==> config.mk <==
export PLATFORM = sky130hd
export DESIGN_NAME = ckrk_mul
export DESIGN_NICKNAME = d
export VERILOG_FILES = /design/src/design/ckrk_pkg.sv /design/src/design/ckrk_mul.sv
export SDC_FILE = /design/constraint.sdc
export NUM_CORES = 2
export LEC_CHECK = 0
export BUFFER_PORTS_ARGS = -buffer_cell sky130_fd_sc_hd__buf_2
export CORE_MARGIN = 2
export CORE_UTILIZATION = 51
export CTS_CLUSTER_SIZE = 8
export DETAILED_ROUTE_END_ITERATION = 6
export PLACE_DENSITY = 0.68
export SKIP_LAST_GASP = 1
export SYNTH_ARGS = -nofsm -noshare
export SYNTH_HDL_FRONTEND = slang
export SYNTH_SLANG_ARGS = --single-unit
==> constraint.sdc <==
create_clock -name aclk -period 18.5 [get_ports aclk]
set_input_delay 1.85 -clock aclk [delete_from_list [all_inputs] [get_ports aclk]]
set_output_delay 1.85 -clock aclk [all_outputs]
set_load 0.05 [all_outputs]
==> src/design/ckrk_pkg.sv <==
// Shared types, constants and coefficient tables for the Cash-Karp stage combiner.
// Used by ckrk_mul, ckrk_div and cash_karp_rk45_stage_combiner; depends on nothing.
package ckrk_pkg;

    localparam int NUM_VARS   = 64;
    localparam int VAR_ADDR_W = $clog2(NUM_VARS);
    localparam int OPD_W      = 33;           // multiplier operand, signed
    localparam int PROD_W     = 2 * OPD_W;    // multiplier product, signed
    localparam int ACC_W      = PROD_W + 1;   // accumulator, signed
    localparam int TOL_W      = 49;           // tolerance, unsigned
    localparam int DIVD_W     = 49;           // dividend: 33-bit difference << 16
    localparam int CNT_W      = $clog2(DIVD_W + 1);

    localparam logic [30:0] RATIO_MAX    = 31'h7FFF_FFFF;
    localparam logic [30:0] ACCEPT_LIMIT = 31'd72089;

    // Configuration register indexes
    localparam logic [2:0] REG_STEP_INTERVAL = 3'd0;
    localparam logic [2:0] REG_REL_TOL       = 3'd1;
    localparam logic [2:0] REG_ABS_FACTOR    = 3'd2;
    localparam logic [2:0] REG_STATE_WEIGHT  = 3'd3;
    localparam logic [2:0] REG_SLOPE_WEIGHT  = 3'd4;

    typedef enum logic [2:0] {
        S_IDLE, S_READ, S_ISSUE, S_EXEC, S_DIVW, S_WRITE
    } state_t;

    typedef enum logic [3:0] {
        OP_MAC, OP_ROUND, OP_TRIAL, OP_ADDF, OP_ADDO,
        OP_INNER1, OP_INNER2, OP_ROUNDI, OP_TOL1, OP_TOL2, OP_DIV, OP_DONE
    } op_t;

    typedef struct packed {
        logic [4:0][31:0]   k;
        logic signed [31:0] fsum;
        logic signed [31:0] osum;
    } slope_row_t;

    typedef struct packed {
        logic              start;
        logic [DIVD_W-1:0] dividend;
        logic [TOL_W-1:0]  divisor;
    } div_req_t;

    typedef struct packed {
        logic              done;
        logic [DIVD_W-1:0] quotient;
    } div_rsp_t;

    // Micro-op program: slope terms, round, scale by h, order sums; stage 6 does the error.
    function automatic op_t op_at(input logic [2:0] stage, input logic [3:0] pc);
        logic has_f;
        logic has_o;
        logic [3:0] rel;
        op_t op;
        has_f = (stage == 3'd1) || (stage == 3'd3) || (stage == 3'd4);
        has_o = has_f || (stage == 3'd5);
        rel   = pc - {1'b0, stage};
        op    = OP_DONE;
        if (stage == 3'd6) begin
            case (pc)
                4'd0:    op = OP_ADDF;
                4'd1:    op = OP_ADDO;
                4'd2:    op = OP_INNER1;
                4'd3:    op = OP_INNER2;
                4'd4:    op = OP_ROUNDI;
                4'd5:    op = OP_TOL1;
                4'd6:    op = OP_TOL2;
                4'd7:    op = OP_DIV;
                default: op = OP_DONE;
            endcase
        end else if (pc < {1'b0, stage}) begin
            op = OP_MAC;
        end else begin
            case (rel)
                4'd0:    op = OP_ROUND;
                4'd1:    op = OP_TRIAL;
                4'd2:    op = has_f ? OP_ADDF : (has_o ? OP_ADDO : OP_DONE);
                4'd3:    op = (has_f && has_o) ? OP_ADDO : OP_DONE;
                default: op = OP_DONE;
            endcase
        end
        return op;
    endfunction

    // a_ij with 24 fraction bits; term j of stage's trial sum (last term is the new slope)
    function automatic logic signed [OPD_W-1:0] coef_trial(input logic [2:0] stage,
                                                           input logic [2:0] j);
        logic signed [OPD_W-1:0] c;
        c = '0;
        case (stage)
            3'd1: c = 33'sd3355443;
            3'd2: begin
                case (j)
                    3'd0:    c = 33'sd1258291;
                    default: c = 33'sd3774874;
                endcase
            end
            3'd3: begin
                case (j)
                    3'd0:    c = 33'sd5033165;
                    3'd1:    c = -33'sd15099494;
                    default: c = 33'sd20132659;
                endcase
            end
            3'd4: begin
                case (j)
                    3'd0:    c = -33'sd3417581;
                    3'd1:    c = 33'sd41943040;
                    3'd2:    c = -33'sd43496486;
                    default: c = 33'sd21748243;
                endcase
            end
            3'd5: begin
                case (j)
                    3'd0:    c = 33'sd494857;
                    3'd1:    c = 33'sd5734400;
                    3'd2:    c = 33'sd697837;
                    3'd3:    c = 33'sd6716681;
                    default: c = 33'sd1036288;
                endcase
            end
            default: c = '0;
        endcase
        return c;
    endfunction

    function automatic logic signed [OPD_W-1:0] coef_fifth(input logic [2:0] stage);
        logic signed [OPD_W-1:0] c;
        case (stage)
            3'd1:    c = 33'sd1642214;
            3'd3:    c = 33'sd6754113;
            3'd4:    c = 33'sd3530559;
            3'd6:    c = 33'sd4850330;
            default: c = '0;
        endcase
        return c;
    endfunction

    function automatic logic signed [OPD_W-1:0] coef_fourth(input logic [2:0] stage);
        logic signed [OPD_W-1:0] c;
        case (stage)
            3'd1:    c = 33'sd1714252;
            3'd3:    c = 33'sd6440906;
            3'd4:    c = 33'sd4103585;
            3'd5:    c = 33'sd324169;
            3'd6:    c = 33'sd4194304;
            default: c = '0;
        endcase
        return c;
    endfunction

    function automatic logic [30:0] time_next(input logic [2:0] stage);
        logic [30:0] t;
        case (stage)
            3'd1:    t = 31'd13107;
            3'd2:    t = 31'd19661;
            3'd3:    t = 31'd39322;
            3'd4:    t = 31'd65536;
            3'd5:    t = 31'd57344;
            default: t = '0;
        endcase
        return t;
    endfunction

    function automatic logic signed [31:0] sat32(input logic signed [ACC_W-1:0] v);
        logic signed [31:0] r;
        if (v > 67'sd2147483647) begin
            r = 32'sh7FFF_FFFF;
        end else if (v < -67'sd2147483648) begin
            r = 32'sh8000_0000;
        end else begin
            r = v[31:0];
        end
        return r;
    endfunction

endpackage

==> src/design/ckrk_mul.sv <==
// Shared signed 33 x 33 multiplier with a registered product.
// Depends on ckrk_pkg for operand and product widths.
module ckrk_mul (
    input  logic                                   aclk,
    input  logic signed [ckrk_pkg::OPD_W-1:0]      mul_a,
    input  logic signed [ckrk_pkg::OPD_W-1:0]      mul_b,
    output logic signed [ckrk_pkg::PROD_W-1:0]     prod
);

    logic signed [ckrk_pkg::PROD_W-1:0] prod_reg;
    logic signed [ckrk_pkg::PROD_W-1:0] prod_next;

    assign prod_next = mul_a * mul_b;

    always_ff @(posedge aclk) begin
        prod_reg <= prod_next;
    end

    assign prod = prod_reg;

endmodule

==> run_summary.xml <==
<?xml version="1.0" encoding="UTF-8"?>
<metrics>
  <group name="cells_and_area">
    <metric name="largest_register_ffs" unit="">66</metric>
    <metric name="finalNetCount" unit="">5671</metric>
    <metric name="share_of_cells_above_drive_strength_1" unit="">0.0445</metric>
    <metric name="layout.cells.most_common" unit="">fa_1</metric>
    <metric name="post_layout_inst_area" unit="mm²">0.0420</metric>
    <metric name="layout.core_utilization" unit="">0.534</metric>
    <metric name="layout.cells.most_common_list" unit="">fa_1, inv_1, and2_1</metric>
    <metric name="num-fill-cells" unit="">7189</metric>
    <metric name="syn2layout_area_growth" unit="%">4.00</metric>
  </group>
  <group name="worst_hold_path">
    <metric name="hold_end" unit="">prod[0]</metric>
    <metric name="holdCritStartpoint" unit="">mul_b[0]</metric>
    <metric name="class_of_the_most_critical_hold_timing_path" unit="">input port to register</metric>
    <metric name="hold_depth" unit="">2</metric>
  </group>
  <group name="worst_setup_path">
    <metric name="cp_data_arrival_time" unit="ns">10.39</metric>
    <metric name="crit_fanout" unit="">33</metric>
    <metric name="setup.worst_path.end_class" unit="">register</metric>
    <metric name="startpoint_type" unit="">input port</metric>
    <metric name="setup.worst_path.class" unit="">input port to register</metric>
    <metric name="critical_path_required" unit="ns">18.81</metric>
  </group>
  <group name="logic_synthesis">
    <metric name="synth.largest_area_cell" unit="">fa_1</metric>
    <metric name="synth_fp_nets" unit="">5731</metric>
    <metric name="post_synth.cell_area_avg" unit="µm²">9.38</metric>
    <metric name="synth_compound_area_frac" unit="">0.0360</metric>
    <metric name="synthTopCellsByArea" unit="">fa_1, inv_1, and2_1</metric>
    <metric name="synthAdderAreaFrac" unit="">0.635</metric>
    <metric name="postSynth.asyncResetShare" unit="">0</metric>
    <metric name="synth.cell_area" unit="mm²">0.0404</metric>
    <metric name="synthSimpleGateAreaFrac" unit="">0.154</metric>
    <metric name="yosys.cell_types.count" unit="">61</metric>
    <metric name="yosys_warnings" unit="">0</metric>
    <metric name="synth.top_cell.area_share" unit="">0.568</metric>
    <metric name="synth_flop_cell" unit="">dfxtp_1</metric>
    <metric name="synth-edff-count" unit="">0</metric>
    <metric name="main_combinational_cell_family_by_area_after_synthesis" unit="">adder cells</metric>
    <metric name="postSynthRegisterBits" unit="">66</metric>
    <metric name="sequential_area_share_after_synthesis" unit="">0.0327</metric>
    <metric name="fraction_of_synthesized_area_in_multiplexers" unit="">0</metric>
    <metric name="syn-instance-count" unit="">4302</metric>
    <metric name="yosys.area_share.xor_xnor" unit="">0.0163</metric>
  </group>
  <group name="global_route">
    <metric name="number_of_global_route_vias_before_repair" unit="">31100</metric>
    <metric name="grt_antenna_before_repair" unit="">8</metric>
    <metric name="globalRouteTotalUtil" unit="">0.271</metric>
    <metric name="gr-total-overflow" unit="">0</metric>
    <metric name="grt_start_max_net_pins" unit="">34</metric>
    <metric name="grt_pass1_wl" unit="µm">171000</metric>
  </group>
  <group name="cts">
    <metric name="holdBufCountCts" unit="">0</metric>
    <metric name="htreeDepth" unit="">3</metric>
    <metric name="ctsLongestPathBuffers" unit="">2</metric>
    <metric name="post-cts-setup-buffers" unit="">0</metric>
    <metric name="tritoncts_clock_tree" unit="">done</metric>
    <metric name="clk_transition_reported_paths" unit="ns">0.07</metric>
    <metric name="cts-buffers-inserted" unit="">9</metric>
    <metric name="numClockSinks" unit="">66</metric>
    <metric name="root_buffer_cell" unit="">clkbuf_16</metric>
    <metric name="post_cts.resized_instances" unit="">0</metric>
  </group>
  <group name="routing">
    <metric name="drc_errors" unit="">0</metric>
    <metric name="drt_wl_total" unit="µm">103000</metric>
    <metric name="drt-vias-per-instance" unit="">5.30</metric>
    <metric name="route.vias.total" unit="">28100</metric>
    <metric name="antenna_left" unit="">0</metric>
    <metric name="detailed_route_iter0_violations" unit="">1599</metric>
    <metric name="drtPass1Iterations" unit="">5</metric>
    <metric name="routedWlPerCell" unit="µm">19.5</metric>
  </group>
  <group name="sta">
    <metric name="final_hold_viol_count" unit="">0</metric>
    <metric name="tightest_slew" unit="ns">1.11</metric>
    <metric name="fin_worst_hold_slack" unit="ns">2.08</metric>
    <metric name="fmax" unit="MHz">99.2</metric>
    <metric name="final_worst_path_period_need" unit="ns">10.08</metric>
    <metric name="setup_viol" unit="">0</metric>
    <metric name="min_period_over_period" unit="">0.545</metric>
    <metric name="maxSlewViolCount" unit="">0</metric>
    <metric name="setup_repair_after_global_routing_missed_its_margin" unit="">no</metric>
    <metric name="aggregate_negative_setup_slack" unit="ns">0</metric>
    <metric name="slew_headroom" unit="">0.251</metric>
  </group>
  <group name="floorplanning">
    <metric name="die_w" unit="µm">285</metric>
    <metric name="placeableCoreArea" unit="mm²">0.0786</metric>
    <metric name="die_span_y" unit="µm">285</metric>
    <metric name="row_count" unit="">103</metric>
    <metric name="initial_core_util" unit="">0.513</metric>
    <metric name="ioPinCount" unit="">133</metric>
    <metric name="die_area" unit="mm²">0.0814</metric>
  </group>
  <group name="run_status">
    <metric name="outcome" unit="">finished clean</metric>
  </group>
  <group name="placement">
    <metric name="hpwl" unit="µm">83700</metric>
    <metric name="placed_cell_area" unit="mm²">0.0416</metric>
    <metric name="port_buffers" unit="">132</metric>
    <metric name="final_replace_weighted_congestion" unit="">0.952</metric>
  </group>
  <group name="flow_run">
    <metric name="drv_cap" unit="">0</metric>
  </group>
</metrics>
[final cells by class]
type                       instances  area, µm²  share of cell area
antenna                            5       12.5            0.000298
clock buffer                      10        239             0.00569
clock inverter                     6       90.1             0.00215
inverter                        1133       4250               0.101
multi-input combinational       2882      34000               0.809
sequential                        66       1320              0.0315
tap                             1050       1310              0.0313
timing repair buffer             150        796              0.0190
[cells by family after synthesis]
logic type	after synthesis
AO/OA/AOI/OAI	217
buffers and inverters	1354
flip-flops	66
adder cells (fa/ha/maj)	1362
AND/OR/NAND/NOR	1228
XOR/XNOR	75
[layer usage]
layer / global-route usage / wire [µm] / part of all wire
met2: 0.471 / 53500 / 0.52
met5: 0 / 11 / 0.00011
met1: 0.349 / 40500 / 0.39
met3: 0.0393 / 5950 / 0.058
met4: 0.0898 / 3470 / 0.034
[critical path: stages]
cell and delay (ns):
buf_2 0.52, nand2_1 0.18, inv_1 0.17, fa_1 0.50, fa_1 0.64, fa_1 0.68
fa_1 1.32, fa_1 0.59, fa_1 0.55, fa_1 0.51, inv_1 0.05, fa_1 0.48
inv_1 0.04, ha_1 0.38, a21o_1 0.25, a21o_1 0.18, a221o_1 0.35, a31oi_2 0.44
o211ai_1 0.24, o41ai_2 0.28, xnor2_1 0.15
[worst max path at each step]
stage	from	to	slack [ns]	cells past startpoint
floorplan	mul_a[32]	prod[65]	9.43	22
global placement	mul_a[32]	prod[65]	8.13	21
detailed placement	mul_a[32]	prod[65]	7.97	21
CTS	mul_a[32]	prod[65]	8.36	21
global route	mul_a[32]	prod[65]	8.00	21
finish	mul_a[32]	prod[65]	8.42	21
[synth_stat cells (all sizes together) (10+ instances only)]
cell / instances
dfxtp: 66
a21oi: 73
clkbuf: 220
xor2: 20
nor2: 47
xnor2: 55
and2: 563
ha: 217
o21ai: 43
a31oi: 10
fa: 1145
nand3: 18
inv: 1133
a21o: 28
nand2: 543
[per-stage QoR]
stage	setup slack [ns]	instances
final	8.42	5302
after global routing	8.00	5301
after CTS	8.36	5297
after detailed placement	7.97	5281
after global placement	8.13	5281
after floorplan	9.43	4302
Power is not shown: default switching activity piles up to over one toggle a cycle in this logic, so the estimate is an artifact.
