`src/design/ckrk_pkg.sv`:
```
// Shared types, constants and coefficient tables for the Cash-Karp stage combiner.
// Used by ckrk_mul, ckrk_div and cash_karp_rk45_stage_combiner; depends on nothing.
package ckrk_pkg;

    localparam int NUM_VARS   = 64;
    localparam int VAR_ADDR_W = $clog2(NUM_VARS);
    localparam int OPD_W      = 33;           // multiplier operand, signed
    localparam int PROD_W     = 2 * OPD_W;    // multiplier product, signed
    localparam int ACC_W      = PROD_W + 1;   // accumulator, signed
    localparam int TOL_W      = 49;           // tolerance, unsigned
    localparam int DIVD_W     = 49;           // dividend: 33-bit difference << 16
    localparam int CNT_W      = $clog2(DIVD_W + 1);

    localparam logic [30:0] RATIO_MAX    = 31'h7FFF_FFFF;
    localparam logic [30:0] ACCEPT_LIMIT = 31'd72089;

    // Configuration register indexes
    localparam logic [2:0] REG_STEP_INTERVAL = 3'd0;
    localparam logic [2:0] REG_REL_TOL       = 3'd1;
    localparam logic [2:0] REG_ABS_FACTOR    = 3'd2;
    localparam logic [2:0] REG_STATE_WEIGHT  = 3'd3;
    localparam logic [2:0] REG_SLOPE_WEIGHT  = 3'd4;

    typedef enum logic [2:0] {
        S_IDLE, S_READ, S_ISSUE, S_EXEC, S_DIVW, S_WRITE
    } state_t;

    typedef enum logic [3:0] {
        OP_MAC, OP_ROUND, OP_TRIAL, OP_ADDF, OP_ADDO,
        OP_INNER1, OP_INNER2, OP_ROUNDI, OP_TOL1, OP_TOL2, OP_DIV, OP_DONE
    } op_t;

    typedef struct packed {
        logic [4:0][31:0]   k;
        logic signed [31:0] fsum;
        logic signed [31:0] osum;
    } slope_row_t;

    typedef struct packed {
        logic              start;
        logic [DIVD_W-1:0] dividend;
        logic [TOL_W-1:0]  divisor;
    } div_req_t;

    typedef struct packed {
        logic              done;
        logic [DIVD_W-1:0] quotient;
    } div_rsp_t;

    // Micro-op program: slope terms, round, scale by h, order sums; stage 6 does the error.
    function automatic op_t op_at(input logic [2:0] stage, input logic [3:0] pc);
        logic has_f;
        logic has_o;
        logic [3:0] rel;
        op_t op;
        has_f = (stage == 3'd1) || (stage == 3'd3) || (stage == 3'd4);
        has_o = has_f || (stage == 3'd5);
        rel   = pc - {1'b0, stage};
        op    = OP_DONE;
        if (stage == 3'd6) begin
            case (pc)
                4'd0:    op = OP_ADDF;
                4'd1:    op = OP_ADDO;
                4'd2:    op = OP_INNER1;
                4'd3:    op = OP_INNER2;
                4'd4:    op = OP_ROUNDI;
                4'd5:    op = OP_TOL1;
                4'd6:    op = OP_TOL2;
                4'd7:    op = OP_DIV;
                default: op = OP_DONE;
            endcase
        end else if (pc < {1'b0, stage}) begin
            op = OP_MAC;
        end else begin
            case (rel)
                4'd0:    op = OP_ROUND;
                4'd1:    op = OP_TRIAL;
                4'd2:    op = has_f ? OP_ADDF : (has_o ? OP_ADDO : OP_DONE);
                4'd3:    op = (has_f && has_o) ? OP_ADDO : OP_DONE;
                default: op = OP_DONE;
            endcase
        end
        return op;
    endfunction

    // a_ij with 24 fraction bits; term j of stage's trial sum (last term is the new slope)
    function automatic logic signed [OPD_W-1:0] coef_trial(input logic [2:0] stage,
                                                           input logic [2:0] j);
        logic signed [OPD_W-1:0] c;
        c = '0;
        case (stage)
            3'd1: c = 33'sd3355443;
            3'd2: begin
                case (j)
                    3'd0:    c = 33'sd1258291;
                    default: c = 33'sd3774874;
                endcase
            end
            3'd3: begin
                case (j)
                    3'd0:    c = 33'sd5033165;
                    3'd1:    c = -33'sd15099494;
                    default: c = 33'sd20132659;
                endcase
            end
            3'd4: begin
                case (j)
                    3'd0:    c = -33'sd3417581;
                    3'd1:    c = 33'sd41943040;
                    3'd2:    c = -33'sd43496486;
                    default: c = 33'sd21748243;
                endcase
            end
            3'd5: begin
                case (j)
                    3'd0:    c = 33'sd494857;
                    3'd1:    c = 33'sd5734400;
                    3'd2:    c = 33'sd697837;
                    3'd3:    c = 33'sd6716681;
                    default: c = 33'sd1036288;
                endcase
            end
            default: c = '0;
        endcase
        return c;
    endfunction

    function automatic logic signed [OPD_W-1:0] coef_fifth(input logic [2:0] stage);
        logic signed [OPD_W-1:0] c;
        case (stage)
            3'd1:    c = 33'sd1642214;
            3'd3:    c = 33'sd6754113;
            3'd4:    c = 33'sd3530559;
            3'd6:    c = 33'sd4850330;
            default: c = '0;
        endcase
        return c;
    endfunction

    function automatic logic signed [OPD_W-1:0] coef_fourth(input logic [2:0] stage);
        logic signed [OPD_W-1:0] c;
        case (stage)
            3'd1:    c = 33'sd1714252;
            3'd3:    c = 33'sd6440906;
            3'd4:    c = 33'sd4103585;
            3'd5:    c = 33'sd324169;
            3'd6:    c = 33'sd4194304;
            default: c = '0;
        endcase
        return c;
    endfunction

    function automatic logic [30:0] time_next(input logic [2:0] stage);
        logic [30:0] t;
        case (stage)
            3'd1:    t = 31'd13107;
            3'd2:    t = 31'd19661;
            3'd3:    t = 31'd39322;
            3'd4:    t = 31'd65536;
            3'd5:    t = 31'd57344;
            default: t = '0;
        endcase
        return t;
    endfunction

    function automatic logic signed [31:0] sat32(input logic signed [ACC_W-1:0] v);
        logic signed [31:0] r;
        if (v > 67'sd2147483647) begin
            r = 32'sh7FFF_FFFF;
        end else if (v < -67'sd2147483648) begin
            r = 32'sh8000_0000;
        end else begin
            r = v[31:0];
        end
        return r;
    endfunction

endpackage

```
`src/design/ckrk_div.sv`:
```
// Restoring divider, one quotient bit a cycle, for the scaled error ratio.
// Depends on ckrk_pkg for the request and response structs.
module ckrk_div (
    input  logic                aclk,
    input  logic                aresetn,
    input  ckrk_pkg::div_req_t  req,
    output ckrk_pkg::div_rsp_t  rsp
);

    logic                          busy_reg, busy_next;
    logic                          done_reg, done_next;
    logic [ckrk_pkg::CNT_W-1:0]    cnt_reg, cnt_next;
    logic [ckrk_pkg::TOL_W-1:0]    rem_reg, rem_next;
    logic [ckrk_pkg::DIVD_W-1:0]   quo_reg, quo_next;
    logic [ckrk_pkg::TOL_W-1:0]    dsr_reg, dsr_next;
    logic [ckrk_pkg::TOL_W:0]      shifted;
    logic [ckrk_pkg::TOL_W:0]      diff;

    always_comb begin
        shifted   = {rem_reg, quo_reg[ckrk_pkg::DIVD_W-1]};
        diff      = shifted - {1'b0, dsr_reg};
        busy_next = busy_reg;
        done_next = 1'b0;
        cnt_next  = cnt_reg;
        rem_next  = rem_reg;
        quo_next  = quo_reg;
        dsr_next  = dsr_reg;
        if (req.start) begin
            busy_next = 1'b1;
            cnt_next  = ckrk_pkg::CNT_W'(ckrk_pkg::DIVD_W);
            rem_next  = '0;
            quo_next  = req.dividend;
            dsr_next  = req.divisor;
        end else if (busy_reg) begin
            // subtract where the shifted remainder covers the divisor
            if (shifted >= {1'b0, dsr_reg}) begin
                rem_next = diff[ckrk_pkg::TOL_W-1:0];
                quo_next = {quo_reg[ckrk_pkg::DIVD_W-2:0], 1'b1};
            end else begin
                rem_next = shifted[ckrk_pkg::TOL_W-1:0];
                quo_next = {quo_reg[ckrk_pkg::DIVD_W-2:0], 1'b0};
            end
            cnt_next = cnt_reg - 1'b1;
            if (cnt_reg == ckrk_pkg::CNT_W'(1)) begin
                busy_next = 1'b0;
                done_next = 1'b1;
            end
        end
    end

    always_ff @(posedge aclk) begin
        if (!aresetn) begin
            busy_reg <= 1'b0;
            done_reg <= 1'b0;
            cnt_reg  <= '0;
        end else begin
            busy_reg <= busy_next;
            done_reg <= done_next;
            cnt_reg  <= cnt_next;
        end
    end

    always_ff @(posedge aclk) begin
        rem_reg <= rem_next;
        quo_reg <= quo_next;
        dsr_reg <= dsr_next;
    end

    assign rsp.done     = done_reg;
    assign rsp.quotient = quo_reg;

endmodule

```
`config.mk`:
```
export PLATFORM = sky130hd
export DESIGN_NAME = ckrk_div
export DESIGN_NICKNAME = d
export VERILOG_FILES = /design/src/design/ckrk_pkg.sv /design/src/design/ckrk_div.sv
export SDC_FILE = /design/constraint.sdc
export NUM_CORES = 1
export LEC_CHECK = 0
export BUFFER_PORTS_ARGS = -buffer_cell sky130_fd_sc_hd__clkbuf_2
export CAP_MARGIN = 15
export CORE_MARGIN = 2
export CORE_UTILIZATION = 57
export DETAILED_ROUTE_END_ITERATION = 12
export PLACE_DENSITY = 0.8
export SLEW_MARGIN = 20
export SYNTH_ARGS = -nofsm -noshare
export SYNTH_HDL_FRONTEND = slang
export SYNTH_SLANG_ARGS = --single-unit
```
`constraint.sdc`:
```
create_clock -name aclk -period 4.1 [get_ports aclk]
set_clock_uncertainty 0.15 [all_clocks]
set_input_delay 0 -clock aclk [delete_from_list [all_inputs] [get_ports aclk]]
set_output_delay 0 -clock aclk [all_outputs]
set_load 0.01 [all_outputs]
```
==> metrics.cfg <==
[run_status]
outcome = finished, final reports clean

[synth]
yosys_warnings = 0
synth-simple-area-share_pct = 11.0
syn_area_sq_um = 9200
ys_types = 68
synth_seq_area_share_pct = 44.4
synth_compound_area_share_pct = 18.0
ys.flop_type = edfxtp_1
synthMuxAreaShare_pct = 9.48
syn-num-nets = 1045
synth_fa_ha_area_share_pct = 7.15
synth_xor_area_share_pct = 4.57
syn_area_per_cell_sq_um = 10.3
postSynth.asyncResetShare_pct = 0
ys_seq_elements = 155
synthCells = 892
synth_edf_count = 98
synth_top_family_by_area = compound AO/OA/AOI/OAI gates

[floorplan]
coreArea_sq_um = 15800
ios = 151
dieArea_sq_um = 17200
die_width_um = 131
row_count = 46
die_y_um = 131
start_util_pct = 58.1

[place]
gp_congestion = 0.919
dp_hpwl_mm = 15.9
post-place-cells = 1220
port_buffers = 150
place_area_sq_um = 10000

[power_and_ir_drop]
leakage_nw = 5.03
peakVddDrop_mv = 0.343
pwr_density_cell_nw_per_um2 = 408
fin_total_pwr_mw = 4.77

[detailed_routing]
num_vias = 8008
dr.pass1.iters = 6
drc_errors = 0
wl_mm = 26.1
wire_per_inst_um = 19.3
vias_per_cell = 5.92
dr.first_iter.drc_count = 887
drtAntennaViolNets = 0

[global_route]
grt_pass1_wl_mm = 41.8
grt_use_total_pct = 31.7
grt_max_degree = 60
antenna_found_initial = 0
grt_pass1_vias = 8066
gr-total-overflow = 0

[setup_path]
cp.depth = 14
cp-end-kind = flip-flop
r2r_cells = 14
worstSetupEndpoint = rem_reg[4]
reg2reg_to = rem_reg[4]
crit_start = quo_reg[48]
crit_fanout = 23
max_stage_delay_ps = 420
crit_arrival_ps = 3970
crit_chain = inv_1, ha_1, inv_1, fa_1, a211oi_1, o21ai_0, a41oi_1, nand3_1, o211ai_1, a211oi_2, nand2b_2, buf_4, mux2i_1, a211oi_1
worstSetupPathType = reg2reg
r2r-start = quo_reg[48]
cp-start-kind = flip-flop
cp_slowest_cell = edfxtp_1
crit_family = compound AO/OA/AOI/OAI gates
critPathRequiredTime_ps = 4280
cp_num_buf_inv = 3
rrSetupSlack_ps = 310

[finish]
final_common_cell = clkbuf_2
syn_to_final_growth_pct = 27.0
mostFrequentLayoutCells = 149 x clkbuf_2, 101 x dlygate4sd3_1, 98 x edfxtp_1, 64 x nor2_1, 64 x inv_1
drive_gt1_share_pct = 23.1
antennaDiodeCount = 0
fin_nets = 1277
final_cells = 1353
design_area_sq_um = 11700

[sta]
slew_viol_final = 0
period_share_pct = 92.4
finalHoldViolCount = 0
worst-slew-pin-transition_ps = 1030
max_freq_mhz = 264
setup_tns_ps = 0
post-route-min-period_ps = 3790
finalSetupViolations = 0
holdWs_ps = 122
slew-limit-headroom_pct = 31.3
rsz0062_at_grt = false

[clock_network]
cts-root-buf = clkbuf_16
cts_inserted_buffers = 17
clockBufferDepth = 2
clock-sinks = 155
post-cts-setup-buffer-count = 0
cts_tree = yes
htreeDepth = 4
clk_pin_slew_ps = 70
clock_latency_ps = 440

[run]
cap_violations = 0

[min_path]
worstHoldPathType = in2reg

-- metrics by stage --
stage / util, % / setup slack, ps
after detailed placement: 63.5 / 420
final: 73.8 / 314
after CTS: 73.8 / 384
after floorplan: - / 648
after global routing: 73.8 / 39.0
after global placement: 63.5 / 667
-- report_power, final --
group | total [mW] | switching, mW | internal (mW)
registers | 1.92 | 0.103 | 1.81
logic | 1.13 | 0.630 | 0.500
clock network | 1.72 | 0.735 | 0.984
total | 4.77 | 1.47 | 3.30
-- worst reg2reg max path: cells and delay by family (launching register included) --
family                   cells  cell delay (ps)
AO/OA/AOI/OAI                6             1500
buffers and inverters        3              400
AND/OR/NAND/NOR              2              440
flip-flops                   1              420
adder cells (fa/ha/maj)      2              580
multiplexers                 1              190
-- kinds of logic (layout without fill, tap and decap cells) --
logic type	Yosys count	after routing
AO/OA/AOI/OAI	239	239
AND/OR/NAND/NOR	204	204
flip-flops	155	155
buffers and inverters	113	358
multiplexers	81	81
adder cells (fa/ha/maj)	52	52
XOR/XNOR	48	48
-- worst min-delay path by stage --
stage | startpoint | endpoint | slack (ps) | cells after the start
after CTS | req[21] | dsr_reg[21] | 100 | 2
after detailed placement | req[24] | dsr_reg[24] | 30 | 1
after global routing | req[38] | dsr_reg[38] | 120 | 2
after global placement | req[38] | dsr_reg[38] | 30 | 1
after floorplan | req[0] | dsr_reg[0] | -50 | 0
final | req[41] | dsr_reg[41] | 120 | 2
-- synth_stat cells, types with 8 or more instances --
master / n / area (sq um)
edfxtp_1: 98 / 2940
inv_1: 65 / 244
nor2_1: 64 / 240
a21oi_1: 58 / 290
dfxtp_1: 57 / 1140
ha_1: 51 / 638
mux2_2: 49 / 552
nand2_1: 44 / 165
a211oi_1: 36 / 270
mux2i_1: 32 / 320
o21ai_0: 31 / 155
xnor2_1: 30 / 263
a21o_1: 29 / 218
clkbuf_1: 25 / 93.8
nand3_1: 19 / 95.1
xor2_1: 18 / 158
nand4_1: 17 / 106
nor3_1: 11 / 55.1
o21a_1: 11 / 82.6
buf_2: 10 / 50.1
o211ai_1: 10 / 75.1
o21bai_1: 10 / 75.1
and3_1: 9 / 56.3
buf_4: 8 / 60.1
-- routing by layer --
layer / track usage (%) / wire length [um] / part of all wire, % / vias up
li1: - / - / - / 3788
met1: 38.8 / 10700 / 41 / 3773
met2: 54.5 / 12800 / 49 / 379
met3: 6.80 / 1790 / 6.8 / 68
met4: 13.0 / 851 / 3.3 / 0
met5: 0 / 0 / 0 / -
-- cell type report --
type                            count  area [sq um]
Sequential cell                   155          4090
Fill cell                        1038          4150
Clock buffer                       17           425
Multi-Input combinational cell    624          4620
Inverter                           65           244
Timing Repair Buffer              261          1840
Tap cell                          216           270
Clock inverter                     15           198
-- repair_timing --
action                                 CTS  global route
endpoints found under the hold margin  126             0
resized for setup                        0             0
hold buffers                           101             0
Note: power is estimated with default switching activity, not from simulation.
